$ cat config.mk
export PLATFORM = sky130hd
export DESIGN_NAME = reversible_deque
export DESIGN_NICKNAME = d
export VERILOG_FILES = /design/src/hdl/rdq_pkg.sv /design/src/hdl/rdq_fifo.sv /design/src/hdl/rdq_front.sv /design/src/hdl/rdq_back.sv /design/src/hdl/reversible_deque.sv
export SDC_FILE = /design/constraint.sdc
export NUM_CORES = 1
export LEC_CHECK = 0
export BUFFER_PORTS_ARGS = -buffer_cell sky130_fd_sc_hd__buf_4
export CORE_UTILIZATION = 30
export DETAILED_ROUTE_END_ITERATION = 8
export PLACE_DENSITY = 0.47
export RECOVER_POWER = 25
export SLEW_MARGIN = 0
export SYNTH_ARGS = -nofsm -noshare
export SYNTH_HDL_FRONTEND = slang
export SYNTH_HIERARCHICAL = 1
export SYNTH_SLANG_ARGS = --single-unit
$ cat constraint.sdc
create_clock -name clk -period 13.6 [get_ports clk]
set_input_delay 1.36 -clock clk [delete_from_list [all_inputs] [get_ports clk]]
set_output_delay 1.36 -clock clk [all_outputs]
set_load 0.01 [all_outputs]
$ cat src/hdl/rdq_pkg.sv
// Package: types, codes and sizes shared by the reversible deque modules.
package rdq_pkg;

  localparam int DEF_CAPACITY = 16;
  localparam int CMDQ_DEPTH   = 2;
  localparam int RESQ_DEPTH   = 4;
  localparam int LEN_W        = 5;

  typedef enum logic [2:0] {
    CMD_PUSH_FRONT = 3'd0,
    CMD_PUSH_BACK  = 3'd1,
    CMD_POP_FRONT  = 3'd2,
    CMD_POP_BACK   = 3'd3,
    CMD_REVERSE    = 3'd4,
    CMD_WALK_FWD   = 3'd5,
    CMD_WALK_BACK  = 3'd6
  } cmd_e;

  localparam logic [1:0] STAT_OK    = 2'd0;
  localparam logic [1:0] STAT_FULL  = 2'd1;
  localparam logic [1:0] STAT_EMPTY = 2'd2;

  typedef enum logic [2:0] {
    OP_PUSH,
    OP_POP,
    OP_REVERSE,
    OP_WALK,
    OP_NOP
  } op_kind_e;

  typedef enum logic {
    S_IDLE,
    S_WALK
  } exec_state_e;

  typedef struct packed {
    logic [2:0]         cmd;
    logic signed [31:0] value;
  } item_t;

  typedef struct packed {
    logic signed [31:0] element;
    logic [LEN_W-1:0]   length;
    logic               last;
    logic [1:0]         status;
  } result_t;

  // front_end: push/pop at the logical front, or walk forward
  typedef struct packed {
    op_kind_e           kind;
    logic               front_end;
    logic signed [31:0] value;
  } op_t;

endpackage

$ cat src/hdl/rdq_fifo.sv
// Small synchronous queue of beats with occupancy count.
module rdq_fifo
  import rdq_pkg::*;
#(
  parameter type T     = logic,
  parameter int  DEPTH = CMDQ_DEPTH
) (
  input  logic                       clk,
  input  logic                       rst,
  input  logic                       push,
  input  T                           din,
  output logic                       full,
  input  logic                       pop,
  output T                           dout,
  output logic                       empty,
  output logic [$clog2(DEPTH+1)-1:0] count
);

  localparam int PW = $clog2(DEPTH);
  localparam int CW = $clog2(DEPTH+1);

  T             mem [DEPTH];
  logic [PW-1:0] wr_ptr;
  logic [PW-1:0] rd_ptr;
  logic          do_push;
  logic          do_pop;

  assign full    = (count == CW'(DEPTH));
  assign empty   = (count == '0);
  assign do_push = push && !full;
  assign do_pop  = pop && !empty;
  assign dout    = mem[rd_ptr];

  always_ff @(posedge clk) begin
    if (do_push) begin
      mem[wr_ptr] <= din;
    end
  end

  always_ff @(posedge clk) begin
    if (rst) begin
      wr_ptr <= '0;
      rd_ptr <= '0;
      count  <= '0;
    end else begin
      if (do_push) begin
        wr_ptr <= (wr_ptr == PW'(DEPTH-1)) ? '0 : wr_ptr + 1'b1;
      end
      if (do_pop) begin
        rd_ptr <= (rd_ptr == PW'(DEPTH-1)) ? '0 : rd_ptr + 1'b1;
      end
      if (do_push && !do_pop) begin
        count <= count + 1'b1;
      end else if (do_pop && !do_push) begin
        count <= count - 1'b1;
      end
    end
  end

endmodule

$ cat src/hdl/rdq_front.sv
// Front end: takes command beats, decodes them and queues them for execution.
module rdq_front
  import rdq_pkg::*;
(
  input  logic  clk,
  input  logic  rst,
  input  logic  push,
  output logic  full,
  input  item_t item,
  output op_t   op,
  output logic  op_valid,
  input  logic  op_take
);

  localparam int QCW = $clog2(CMDQ_DEPTH+1);

  op_t            dec;
  logic           q_empty;
  logic [QCW-1:0] q_count;

  always_comb begin
    dec.value     = item.value;
    dec.front_end = 1'b0;
    dec.kind      = OP_NOP;
    case (cmd_e'(item.cmd))
      CMD_PUSH_FRONT: begin
        dec.kind      = OP_PUSH;
        dec.front_end = 1'b1;
      end
      CMD_PUSH_BACK:  dec.kind = OP_PUSH;
      CMD_POP_FRONT: begin
        dec.kind      = OP_POP;
        dec.front_end = 1'b1;
      end
      CMD_POP_BACK:   dec.kind = OP_POP;
      CMD_REVERSE:    dec.kind = OP_REVERSE;
      CMD_WALK_FWD: begin
        dec.kind      = OP_WALK;
        dec.front_end = 1'b1;
      end
      CMD_WALK_BACK:  dec.kind = OP_WALK;
      default:        dec.kind = OP_NOP;
    endcase
  end

  rdq_fifo #(
    .T     (op_t),
    .DEPTH (CMDQ_DEPTH)
  ) u_cmdq (
    .clk   (clk),
    .rst   (rst),
    .push  (push),
    .din   (dec),
    .full  (full),
    .pop   (op_take),
    .dout  (op),
    .empty (q_empty),
    .count (q_count)
  );

  assign op_valid = !q_empty && (q_count != '0);

endmodule

$ cat src/hdl/rdq_back.sv
// Back end: ring storage, deque state, walk sequencer and result queue.
module rdq_back
  import rdq_pkg::*;
#(
  parameter int CAPACITY = DEF_CAPACITY
) (
  input  logic    clk,
  input  logic    rst,
  input  op_t     op,
  input  logic    op_valid,
  output logic    op_take,
  output logic    empty,
  input  logic    pop,
  output result_t result
);

  localparam int PW  = $clog2(CAPACITY);
  localparam int CW  = $clog2(CAPACITY+1);
  localparam int RCW = $clog2(RESQ_DEPTH+1);

  logic signed [31:0] slots [CAPACITY];
  logic signed [31:0] mem_rd;

  exec_state_e   state, state_next;
  logic [PW-1:0] front_slot, front_slot_next;
  logic [CW-1:0] held_count, held_count_next;
  logic          reversed, reversed_next;

  logic [PW-1:0] ptr;
  logic [CW-1:0] remaining;
  logic          ascending;
  logic          rd_vld;
  logic          rd_last;

  logic          mem_we;
  logic [PW-1:0] mem_waddr;
  logic          mem_re;
  logic          walk_start;
  logic          emit;
  logic [1:0]    emit_status;
  logic          issue_ok;
  logic          low_end;
  logic [PW-1:0] start_ptr;

  logic           res_push;
  result_t        res_in;
  logic           res_full;
  logic [RCW-1:0] res_count;

  function automatic logic [PW-1:0] inc_slot(input logic [PW-1:0] a);
    return (a == PW'(CAPACITY-1)) ? '0 : a + 1'b1;
  endfunction

  function automatic logic [PW-1:0] dec_slot(input logic [PW-1:0] a);
    return (a == '0) ? PW'(CAPACITY-1) : a - 1'b1;
  endfunction

  // a + b mod CAPACITY, both below CAPACITY
  function automatic logic [PW-1:0] add_slot(input logic [PW-1:0] a, input logic [CW-1:0] b);
    logic [PW:0] s;
    s = {1'b0, a} + (PW+1)'(b);
    if (s >= (PW+1)'(CAPACITY)) begin
      s = s - (PW+1)'(CAPACITY);
    end
    return s[PW-1:0];
  endfunction

  assign low_end   = op.front_end != reversed;
  assign start_ptr = low_end ? front_slot : add_slot(front_slot, held_count - 1'b1);
  assign issue_ok  = rd_vld ? (res_count < RCW'(RESQ_DEPTH-1)) : !res_full;

  always_comb begin
    state_next = state;
    case (state)
      S_IDLE: begin
        if (walk_start) begin
          state_next = S_WALK;
        end
      end
      S_WALK: begin
        if (issue_ok && remaining == CW'(1)) begin
          state_next = S_IDLE;
        end
      end
      default: state_next = S_IDLE;
    endcase
  end

  always_comb begin
    op_take         = 1'b0;
    mem_we          = 1'b0;
    mem_waddr       = front_slot;
    mem_re          = 1'b0;
    walk_start      = 1'b0;
    emit            = 1'b0;
    emit_status     = STAT_OK;
    front_slot_next = front_slot;
    held_count_next = held_count;
    reversed_next   = reversed;
    case (state)
      S_IDLE: begin
        if (op_valid && !rd_vld && !res_full) begin
          op_take = 1'b1;
          case (op.kind)
            OP_PUSH: begin
              emit = 1'b1;
              if (held_count == CW'(CAPACITY)) begin
                emit_status = STAT_FULL;
              end else begin
                mem_we          = 1'b1;
                held_count_next = held_count + 1'b1;
                if (low_end) begin
                  front_slot_next = dec_slot(front_slot);
                  mem_waddr       = dec_slot(front_slot);
                end else begin
                  mem_waddr = add_slot(front_slot, held_count);
                end
              end
            end
            OP_POP: begin
              emit = 1'b1;
              if (held_count == '0) begin
                emit_status = STAT_EMPTY;
              end else begin
                held_count_next = held_count - 1'b1;
                if (low_end) begin
                  front_slot_next = inc_slot(front_slot);
                end
              end
            end
            OP_REVERSE: begin
              emit          = 1'b1;
              reversed_next = !reversed;
            end
            OP_WALK: begin
              if (held_count == '0) begin
                emit = 1'b1;
              end else begin
                walk_start = 1'b1;
              end
            end
            default: emit = 1'b1;
          endcase
        end
      end
      S_WALK: mem_re = issue_ok;
      default: ;
    endcase
  end

  always_ff @(posedge clk) begin
    if (mem_we) begin
      slots[mem_waddr] <= op.value;
    end
    if (mem_re) begin
      mem_rd <= slots[ptr];
    end
  end

  always_ff @(posedge clk) begin
    if (rst) begin
      state      <= S_IDLE;
      front_slot <= '0;
      held_count <= '0;
      reversed   <= 1'b0;
      rd_vld     <= 1'b0;
      ptr        <= '0;
      remaining  <= '0;
      ascending  <= 1'b0;
      rd_last    <= 1'b0;
    end else begin
      state      <= state_next;
      front_slot <= front_slot_next;
      held_count <= held_count_next;
      reversed   <= reversed_next;
      rd_vld     <= mem_re;
      if (walk_start) begin
        ptr       <= start_ptr;
        remaining <= held_count;
        ascending <= low_end;
      end else if (mem_re) begin
        ptr       <= ascending ? inc_slot(ptr) : dec_slot(ptr);
        remaining <= remaining - 1'b1;
        rd_last   <= (remaining == CW'(1));
      end
    end
  end

  always_comb begin
    res_push = rd_vld || emit;
    if (rd_vld) begin
      res_in.element = mem_rd;
      res_in.length  = LEN_W'(held_count);
      res_in.last    = rd_last;
      res_in.status  = STAT_OK;
    end else begin
      res_in.element = '0;
      res_in.length  = LEN_W'(held_count_next);
      res_in.last    = 1'b1;
      res_in.status  = emit_status;
    end
  end

  rdq_fifo #(
    .T     (result_t),
    .DEPTH (RESQ_DEPTH)
  ) u_resq (
    .clk   (clk),
    .rst   (rst),
    .push  (res_push),
    .din   (res_in),
    .full  (res_full),
    .pop   (pop),
    .dout  (result),
    .empty (empty),
    .count (res_count)
  );

endmodule

$ cat src/hdl/reversible_deque.sv
// Top level of the reversible deque: command front end and executing back end.
// Bounded double-ended queue of signed 32-bit words held in a ring of CAPACITY
// slots. Commands enter through a two-beat command queue and results leave
// through a four-beat result queue, so either side may stall on its own. The
// executor handles push, pop, reverse and unused codes with one result beat
// apiece. A walk of N held elements holds the executor while it starts, then
// reads one element per step through the single read port of the slot memory,
// pausing while the result queue lacks room, and lets the last read land in the
// result queue; a walk of an empty store gives one beat with length zero. Pushing
// to a full store reports status full, popping an empty one reports status empty;
// nothing changes in either case.
module reversible_deque
  import rdq_pkg::*;
#(
  parameter int CAPACITY = DEF_CAPACITY
) (
  input  logic    clk,
  input  logic    rst,
  input  logic    push,
  output logic    full,
  input  item_t   item,
  output logic    empty,
  input  logic    pop,
  output result_t result
);

  op_t  op;
  logic op_valid;
  logic op_take;

  rdq_front u_front (
    .clk      (clk),
    .rst      (rst),
    .push     (push),
    .full     (full),
    .item     (item),
    .op       (op),
    .op_valid (op_valid),
    .op_take  (op_take)
  );

  rdq_back #(
    .CAPACITY (CAPACITY)
  ) u_back (
    .clk      (clk),
    .rst      (rst),
    .op       (op),
    .op_valid (op_valid),
    .op_take  (op_take),
    .empty    (empty),
    .pop      (pop),
    .result   (result)
  );

endmodule
* Yosys cells after proc, flatten, opt, wreduce, memory -nomap -nowiden
Memory sizes are Yosys's and may differ from the RTL's. A register that Yosys moved wholly into a read port is not among the register bits. Index checks and enable logic that the tools add are counted.
Word-level totals: word-level logic and storage cells 178, memories kept 3, bits in registers 34, bits in writable memories 744, output and inout port bits 42
Memory list:
- u_back.slots | depth 16, bits a word 32, rd ports 1, clocked after Yosys merged registers in 1, write ports 1, line rdq_back.sv:21 | logic signed [31:0] slots [CAPACITY];
- u_back.u_resq.mem | depth 4, bits a word 40, rd ports 1, clocked after Yosys merged registers in 1, write ports 1, line rdq_fifo.sv:22 | T mem [DEPTH];
- u_front.u_cmdq.mem | depth 2, bits a word 36, rd ports 1, clocked after Yosys merged registers in 1, write ports 1, line rdq_fifo.sv:22
Operators by class: bitwise gates (word level) 2, add/sub/neg operators 19, $lt $le $gt $ge 3, muxes and demuxes 72, reductions and logical operators 42, eq/ne operators 22
Operator list (count):
- 4-bit two-way mux | 19
- 40-bit two-way mux | 1
- 1-bit two-way mux | 30
- 5-bit two-way mux | 6
- 2-bit two-way mux | 9
- 4-bit by 1-bit subtractor with 4-bit output (second input constant) | 4
- 3-bit by 2-bit equality test with 1-bit output (second input constant) | 4
- 3-bit equality test (second input constant) | 4
- 1-bit logical AND | 12
- 3-bit case mux with 4 select lines | 1
- 4-bit by 5-bit adder with 5-bit output | 2
- 5-bit >= comparator (second input constant) | 2
- 1-bit logical NOT | 10
- 5-bit case mux with 2 select lines | 1
- 2-bit nonzero test | 5
- 5-bit by 1-bit subtractor with 5-bit output (second input constant) | 2
- 3-bit logical NOT | 3
- 4-bit by 1-bit adder with 4-bit output (second input constant) | 2
- 4-bit equality test (second input constant) | 2
- 4-bit logical NOT | 2
- 4-bit case mux with 2 select lines | 1
- 7-bit AND reduction | 1
- 2-bit by 1-bit adder with 2-bit output (second input constant) | 3
- 2-bit equality test (second input constant) | 3
- 23 further kinds | 31

* Depth between registers and ports, before layout
Gate-level depths: netlist of run 1.
depth after elaboration 13, mapped depth 15, gate-level depth less buffers 14

* Hierarchy
The synthesis of run 1 kept the hierarchy.
Modules (own cells, without submodules):
- rdq_back | area each 22420.3 µm², instances 1, seq. area each 16796.1 µm², cells each 1042
- rdq_fifo (u_back.u_resq) | area each 6257.3 µm², instances 1, seq. area each 4984.8 µm², cells each 259
- rdq_fifo (u_front.u_cmdq) | area each 2807.7 µm², instances 1, seq. area each 2262.2 µm², cells each 137
- rdq_front | area each 50.0 µm², instances 1, seq. area each 0.0 µm², cells each 8

* Worst setup path after synthesis of run 1
Ideal clock, no wire load.
path kind reg-to-reg, from reg (tool-made name), to mem u_back.slots[14][0], enable pin, arrival time 4.235 ns, slack 8.904 ns, period minus slack after synthesis 4.696 ns, stages on the path, launching flop included 9, path through dfxtp_1 -> buf_4 -> buf_2 -> mux2_2 -> nor3_1 -> nand3_1 -> mux2i_1 -> or2_2 -> nor3_1
RTL lines (line):
- to (decl) | rdq_back.sv:21

==> results of run 1 <==
worst register-to-register path, stage by stage (launching register included):
cell and delay (ns):
dfxtp_1 0.72, clkbuf_1 1.43, mux2_2 0.60, nor3_1 0.45, nand3_1 0.27, nor2_1 0.24
o211ai_1 0.37, nor2_4 0.63, buf_4 0.49
cells in the final DEF, fill, tap and decap left out, drive strengths merged, types with 8 or more instances in the layout:
cell / synthesis / routed
o21ai: 21 / 21
xor2: 10 / 10
mux4: 200 / 200
mux2i: 8 / 8
and2: 33 / 33
buf: 42 / 78
nor2b: 8 / 8
ha: 21 / 21
mux2: 36 / 36
nand3: 9 / 9
xnor2: 13 / 13
nand2: 20 / 20
bufinv: 1 / 8
clkinv: 2 / 36
nor3: 16 / 16
a21oi: 24 / 24
o211ai: 8 / 8
clkbuf: 28 / 160
and3: 8 / 8
nor2: 35 / 35
inv: 21 / 24
edfxtp: 776 / 776
dfxtp: 37 / 37
power by group through the flow:
stage / combinational (mW) / sequential (mW) / clock, mW
6_report: 0.716 / 3.03 / 2.39
5_1_grt: 0.792 / 3.04 / 2.55
4_1_cts: 0.750 / 3.03 / 2.47
3_5_place_dp: 0.748 / 3.09 / 0
3_3_place_gp: 0.725 / 3.08 / 0
2_1_floorplan: 0.458 / 3.06 / 0
metrics by stage:
step | hold slack (ns) | total power [mW] | setup WS (ns) | std cells
final | 0.4870 | 6.138 | 8.033 | 3042
after CTS | 0.4855 | 6.248 | 9.211 | 3041
after floorplan | 0.4516 | 3.519 | 8.904 | 1446
after detailed placement | 0.4761 | 3.833 | 9.220 | 2873
after global routing | 0.5299 | 6.385 | 7.699 | 3041
after global placement | 0.4673 | 3.805 | 9.343 | 2873
worst max-delay path by stage:
| stage | from | to | slack (ns) | cells past startpoint |
|---|---|---|---|---|
| after detailed placement | register | u_back/slots[1][8]$_DFFE_PP_ | 9.22 | 8 |
| after floorplan | register | u_back/slots[14][0]$_DFFE_PP_ | 8.90 | 8 |
| after CTS | register | u_back/slots[1][4]$_DFFE_PP_ | 9.21 | 8 |
| after global placement | register | u_back/slots[1][8]$_DFFE_PP_ | 9.34 | 8 |
| after global routing | register | u_back/slots[1][4]$_DFFE_PP_ | 7.70 | 8 |
| final | register | u_back/slots[1][4]$_DFFE_PP_ | 8.03 | 8 |
flip-flops by register name, indices dropped and copies added, names as in the netlist, 3 cells and up, named ones only:
signal,cells
u_back/mem_rd,32
u_back/remaining,5
u_back/u_resq/mem,160
u_back/held_count,5
u_back/u_resq/count,3
u_back/ptr,4
u_back/front_slot,4
u_back/slots,512
u_front/u_cmdq/mem,72
cell type report:
cell class                 count  area (um^2)
fill                        9609        67190
sequential                   813        24050
multi-input combinational    539         7128
clock buffer                 121         2482
tap                         1380         1727
timing repair buffer         117        792.0
clock inverter                47        455.4
inverter                      24        108.9
antenna                        1        2.502
kinds of logic after synthesis:
kind of cell | synth area share, %
AO/OA/AOI/OAI | 1.789
multiplexers | 15.82
buffers and inverters | 1.464
flip-flops | 76.24
AND/OR/NAND/NOR | 2.996
XOR/XNOR | 0.6626
adder cells (fa/ha/maj) | 1.024
per-layer routing:
layer | up-vias | wire [um] | track usage, %
met5 | - | 0 | 0
li1 | 6282 | - | -
met4 | 0 | 1503 | 3.899
met1 | 7652 | 32380 | 18.39
met3 | 89 | 2383 | 2.040
met2 | 294 | 32880 | 20.90
==> summary.md, run 1 <==
| Metric | Value |
|---|---|
| Remaining antenna violation count | `0` |
| Top Ports | `81` |
| R2R cell count | `8` |
| Worst-path clk slew | `0.06 ns` |
| Failing checks | `max-capacitance violations, max-slew violations` |
| Critical Path RT | `13.88 ns` |
| Worst rel slew slack | `-28.77%` |
| First-pass GRT wire length | `103300 um` |
| Final Hold Fails | `0` |
| Via/cell ratio | `roughly 4.7` |
| WL/cell | `22.73 um` |
| R2R Setup Slk | `8.03 ns` |
| P_leak | `11.27 nW` |
| Crit share post-route | `40.93%` |
| Top-area cell type share of the netlist area | `73.89%` |
| Routability congestion estimate | `0.7549` |
| Final setup TNS | `0 ns` |
| Post-synth EDFFs | `776` |
| Crit start category | `register` |
| Synth Net Count | `1509` |
| Most used DFF post-synth | `edfxtp_1` |
| Hold Path Class | `reg2reg` |
| CP Capture Type | `register` |
| Worst hold start | `u_front/u_cmdq/wr_ptr$_SDFFE_PP0P_` |
| Post-DP HPWL | `40670 um` |
| Dominant cell by count in the synthesized netlist | `edfxtp_1` |
| Nets | `approximately 1600` |
| CP arrival | `5.84 ns` |
| CP Class | `reg2reg` |
| Die height | `326.2 um` |
| Drt drc | `0` |
| Initial DRC Count | `about 1100` |
| Core area | `about 0.10 mm^2` |
| Final instance area | `0.03675 mm^2` |
| Yosys warnings | `6` |
| Max Cap Viol | `1` |
| Via count | `14320` |
| Hold endpoint | `u_front/u_cmdq/wr_ptr$_SDFFE_PP0P_` |
| CTS buffer count | `91` |
| Post-CTS Setup Bufs | `0` |
| # setup viols final | `0` |
| Slew Limit Fails | `28` |
| Net Sw Frac | `24.00%` |
| Pwr/cell area | `167.0 mW/mm^2` |
| Post-synthesis sequential area ratio | `around three quarters` |
| Seq pwr share | `49.4%` |
| Port Buffers | `80` |
| Final Util | `35.36%` |
| Drt first pass iters | `5` |
| Total track usage | `between 10% and 20%` |
| Post-Route WL | `69140 um` |
| CP delay by family, top | `buffers and inverters` |
| Max stage delay on crit path | `roughly 1.4 ns` |
| Post-Syn Instances | `approximately 1400` |
| R2r endpoint | `u_back/slots[1][4]$_DFFE_PP_` |
| Yosys reg bits | `813` |
| Status | `complete, but fails checks` |
| Crit path time final | `5.567 ns` |
| Internal | `4.665 mW` |
| Post-cts sizing count | `0` |
| Slew @ Worst Pin | `1.932 ns` |
| Layout cells sized above 1 | `30.10%` |
| Gate power share | `a little under an eighth` |
| Pin count of the biggest net entering global routing | `just under 60` |
| Crit-path cells | `clkbuf_1 -> mux2_2 -> nor3_1 -> nand3_1 -> nor2_1 -> o211ai_1 -> nor2_4 -> buf_4` |
| Row cnt | `around 120` |
| Crit Path Max Fanout | `27` |
| Switching power | `between 1 and 1.5 mW` |
| Post-synth ARST share | `0%` |
| Mean post-synth cell area | `21.81 um^2` |
| VDD IR max | `0.07886 mV` |
| DP Area | `0.03391 mm^2` |
| Clock sinks | `813` |
| Yosys top cell by area | `edfxtp_1` |
| Max Fclk | `179.6 MHz` |
| Max clock buf depth | `3` |
| Vias in the first global route | `~15000` |
| Commonest cells post-synth | `776 x edfxtp_1, 200 x mux4_2, 37 x dfxtp_1, 36 x mux2_2` |
| Die Area | `0.1064 mm^2` |
| H-tree depth | `3` |
| Die Width | `326.2 um` |
| Worst-Skew Late Latency | `around 0.64 ns` |
| Area growth syn-to-layout | `16.54%` |
| Synth area leaders | `edfxtp_1 74%, mux4_2 14%, dfxtp_1 2.3%` |
| TritonCTS clock tree | `done` |
| WHS Path Cells | `2` |
| Clock power share | `between 30% and 40%` |
| Hold Buf Count CTS | `0` |
| Initial Utilization | `30.34%` |
| WP buf/inv | `2` |
| Number of library cell types mapped by synthesis | `70` |
| CP max stage cell | `clkbuf_1` |
| Total congestion overflow | `0` |
| Netlist Area Pre-Place | `0.03154 mm^2` |
| Initial antenna violation count | `6` |
| RSZ-0062 raised after global routing | `false` |
| Root Driver | `clkbuf_16` |
| Clock Skew | `roughly 0.024 ns` |
Note: power is estimated with default switching activity, not from simulation.
==> inputs of run 2 (changes only) <==
--- a/config.mk
+++ b/config.mk
@@ -5,6 +5,7 @@
 export SDC_FILE = /design/constraint.sdc
 export NUM_CORES = 1
 export LEC_CHECK = 0
+export ABC_AREA = 1
 export BUFFER_PORTS_ARGS = -buffer_cell sky130_fd_sc_hd__buf_4
 export CORE_UTILIZATION = 30
 export DETAILED_ROUTE_END_ITERATION = 8
==> constraint.sdc (replaced) <==
create_clock -name clk -period 5.2 [get_ports clk]
set_input_delay 0.52 -clock clk [delete_from_list [all_inputs] [get_ports clk]]
set_output_delay 0.52 -clock clk [all_outputs]
set_load 0.01 [all_outputs]
==> summary.md, run 2 <==
| Metric | Value |
|---|---|
| Synth area leaders | `edfxtp_1 71%, nor2_1 4.8%, o21ai_0 3.7% (was edfxtp_1 74%, mux4_2 14%, dfxtp_1 2.3%)` |
| CTS buffer count | `88 (was 91)` |
| Remaining antenna violation count | `0 (unchanged)` |
| Netlist Area Pre-Place | `0.03259 mm^2 (was 0.03154 mm^2)` |
| Final Hold Fails | `0 (unchanged)` |
| Post-synth ARST share | `0% (unchanged)` |
| Worst rel slew slack | `-95.24% (was -28.77%)` |
| Final setup TNS | `0 ns (unchanged)` |
| Max Cap Viol | `4 (was 1)` |
| Commonest cells post-synth | `776 x edfxtp_1, 414 x nor2_1, 289 x nand2_1, 238 x o21ai_0, 168 x o22ai_1 (was 776 x edfxtp_1, 200 x mux4_2, 37 x dfxtp_1, 36 x mux2_2)` |
| Root Driver | `clkbuf_16 (unchanged)` |
| Slew Limit Fails | `142 (was 28)` |
| CP Capture Type | `register (unchanged)` |
| Die Area | `0.1100 mm^2 (was 0.1064 mm^2)` |
| Area growth syn-to-layout | `14.76% (was 16.54%)` |
| Ant. Diodes | `0 (was 1)` |
| Gate power share | `14.5% (was 11.7%)` |
| Max clock buf depth | `3 (unchanged)` |
| Pwr/cell area | `441.7 mW/mm^2 (was 167.0 mW/mm^2)` |
| Max Fclk | `271.5 MHz (was 179.6 MHz)` |
| CP Class | `reg2reg (unchanged)` |
| Yosys top cell by area | `edfxtp_1 (unchanged)` |
| Routability congestion estimate | `0.8214 (was 0.7549)` |
| Crit share post-route | `70.84% (was 40.93%)` |
| Internal | `12.19 mW (was 4.665 mW)` |
| Worst-Skew Late Latency | `0.65 ns (was 0.64 ns)` |
| Number of flip-flops in the largest register | `512 (unchanged)` |
| First-pass GRT wire length | `124300 um (was 103300 um)` |
| Drt first pass iters | `5 (unchanged)` |
| Commonest non-fill, non-tap cell in the layout | `edfxtp_1 (unchanged)` |
| Post-CTS Setup Bufs | `0 (unchanged)` |
| Crit path time final | `3.684 ns (was 5.567 ns)` |
| Post-DP HPWL | `48480 um (was 40670 um)` |
| Worst hold start | `item[4] (was u_front/u_cmdq/wr_ptr$_SDFFE_PP0P_)` |
| Initial DRC Count | `1633 (was 1056)` |
| Net Sw Frac | `26.22% (was 24.00%)` |
| Clock Skew | `0.03390 ns (was 0.02370 ns)` |
| Status | `complete, but fails checks (unchanged)` |
| Total congestion overflow | `0 (unchanged)` |
| Hold Buf Count CTS | `4 (was 0)` |
| Nets | `2623 (was 1649)` |
| Via count | `19590 (was 14320)` |
| P_leak | `12.75 nW (was 11.27 nW)` |
| Crit-path cells | `clkbuf_1 -> mux2_1 (was clkbuf_1 -> mux2_2 -> nor3_1 -> nand3_1 -> nor2_1 -> o211ai_1 -> nor2_4 -> buf_4)` |
| Dominant cell by count in the synthesized netlist | `edfxtp_1 (unchanged)` |
| Mean post-synth cell area | `13.12 um^2 (was 21.81 um^2)` |
| Crit Path Max Fanout | `32 (was 27)` |
| Slew @ Worst Pin | `2.929 ns (was 1.932 ns)` |
| H-tree depth | `3 (unchanged)` |
| WL/cell | `20.43 um (was 22.73 um)` |
| Yosys reg bits | `813 (unchanged)` |
| Post-synthesis sequential area ratio | `73.77% (was 76.24%)` |
| Switching power | `4.331 mW (was 1.473 mW)` |
| Most used DFF post-synth | `edfxtp_1 (unchanged)` |
| Register Area | `0.02405 mm^2 (about the same)` |
| Worst-path clk slew | `0.06 ns (about the same)` |
| CP max stage cell | `clkbuf_1 (unchanged)` |
| Drt drc | `0 (unchanged)` |
| Final instance area | `0.03740 mm^2 (was 0.03675 mm^2)` |
| Yosys warnings | `6 (unchanged)` |
| Post-cts sizing count | `0 (unchanged)` |
| Initial Utilization | `30.36% (was 30.34%)` |
| Port Buffers | `80 (unchanged)` |
| Max stage delay on crit path | `2.09 ns (was 1.42 ns)` |
| Failing checks | `max-capacitance violations, max-slew violations (unchanged)` |
| Die Width | `331.6 um (was 326.2 um)` |
| Post-Syn Instances | `2484 (was 1446)` |
| Hold Path Class | `in2reg (was reg2reg)` |
| Total track usage | `14.81% (was 13.08%)` |
| Crit start category | `register (unchanged)` |
| Top Ports | `81 (unchanged)` |
| Largest regs | `u_back/slots x512, u_back/u_resq/mem x160, u_front/u_cmdq/mem x72 (unchanged)` |
| RSZ-0062 raised after global routing | `false (unchanged)` |
| Area of the multi-input gates | `0.007395 mm^2 (was 0.007128 mm^2)` |
| Number of library cell types mapped by synthesis | `50 (was 70)` |
| Clock sinks | `813 (unchanged)` |
| Top-area cell type share of the netlist area | `71.50% (was 73.89%)` |
| CP arrival | `4.04 ns (was 5.84 ns)` |
| Fillers | `10340 (was 9609)` |
| Critical Path RT | `5.56 ns (was 13.88 ns)` |
| Vias in the first global route | `19480 (was 15280)` |
| Row cnt | `120 (was 118)` |
| Post-synth EDFFs | `776 (unchanged)` |
| Seq pwr share | `48.0% (was 49.4%)` |
| Post-Route WL | `82430 um (was 69140 um)` |
| VDD IR max | `0.2573 mV (was 0.07886 mV)` |
| Most frequent cells in the layout | `776 x edfxtp_1, 390 x nor2_1, 289 x nand2_1 (was 776 x edfxtp_1, 200 x mux4_2, 93 x clkbuf_16)` |
| Layout cells sized above 1 | `12.08% (was 30.10%)` |
| TritonCTS clock tree | `done (unchanged)` |
| Die height | `331.6 um (was 326.2 um)` |
| Via/cell ratio | `4.856 (was 4.706)` |
| Synth Net Count | `2547 (was 1509)` |
| # setup viols final | `0 (unchanged)` |
| Clock power share | `37.5% (was 39.0%)` |
| DP Area | `0.03459 mm^2 (was 0.03391 mm^2)` |
| Largest reg by FF count | `u_back/slots (unchanged)` |
| Core area | `0.1074 mm^2 (was 0.1039 mm^2)` |
| Pin count of the biggest net entering global routing | `112 (was 58)` |
| Initial antenna violation count | `3 (was 6)` |
-- run 2: metrics by stage --
step / worst slack [ns] / utilization (%) / total power [mW] / hold WS (ns) / instances
final: 1.516 / 34.84 / 16.52 / 0.08250 / 4035
after global routing: 1.072 / 34.84 / 17.26 / 0.04735 / 4035
after CTS: 1.643 / 34.95 / 16.83 / 0.005794 / 4035
after detailed placement: 1.735 / 32.22 / 10.58 / 0.4801 / 3869
after global placement: 1.778 / 32.22 / 10.51 / 0.4691 / 3869
after floorplan: 1.605 / - / 9.584 / 0.4472 / 2484
-- run 2: cell type report --
| cell class | count | area share [%] |
|---|---|---|
| tap | 1403 | 4.694 |
| sequential | 813 | 64.31 |
| multi-input combinational | 1425 | 19.77 |
| clock inverter | 53 | 1.378 |
| timing repair buffer | 122 | 2.369 |
| inverter | 110 | 1.157 |
| clock buffer | 109 | 6.323 |
-- run 2: kinds of logic after synthesis --
kind of cell               share of synthesized area (%)
DFF                                                73.77
and+or+nand+nor                                    10.10
AOI/OAI and AO/OA                                  9.156
buffers and inverters                              3.931
muxes                                              1.589
adders and majority gates                         0.9905
xor gates and xnor gates                          0.4568
-- run 2: path summary, 6_finish.rpt --
check                                                           to  slack [ns]  cells after the start
worst max-delay path                u_back/slots[10][26]$_DFFE_PP_        1.52                      2
worst min-delay path            u_front/u_cmdq/mem[1][4]$_DFFE_PP_        0.08                      1
worst max register to register      u_back/slots[10][26]$_DFFE_PP_        1.52                      2
worst min register to register         u_back/rd_last$_SDFFE_PP0P_        0.49                      2
-- run 2: critical path, delay by kind of cell (launching register included) --
family   cells  cell delay, ns
buf+inv      1            2.09
flops        1            0.47
mux          1            0.81
-- run 2: metal layers --
layer | part of all wire, % | GRT usage [%] | vias up
met5 | 0.0097 | 0 | -
met4 | 2.2 | 4.295 | 2
met3 | 5.0 | 2.637 | 122
met2 | 47 | 23.99 | 478
met1 | 45 | 20.26 | 9811
li1 | - | - | 9179
-- run 2: power by group through the flow --
stage / combinational, mW / sequential (mW) / clock, mW
6_report: 2.40 / 7.93 / 6.19
4_1_cts: 2.53 / 7.92 / 6.39
3_3_place_gp: 2.46 / 8.05 / 0
3_5_place_dp: 2.52 / 8.06 / 0
2_1_floorplan: 1.58 / 8.01 / 0
5_1_grt: 2.69 / 7.96 / 6.62
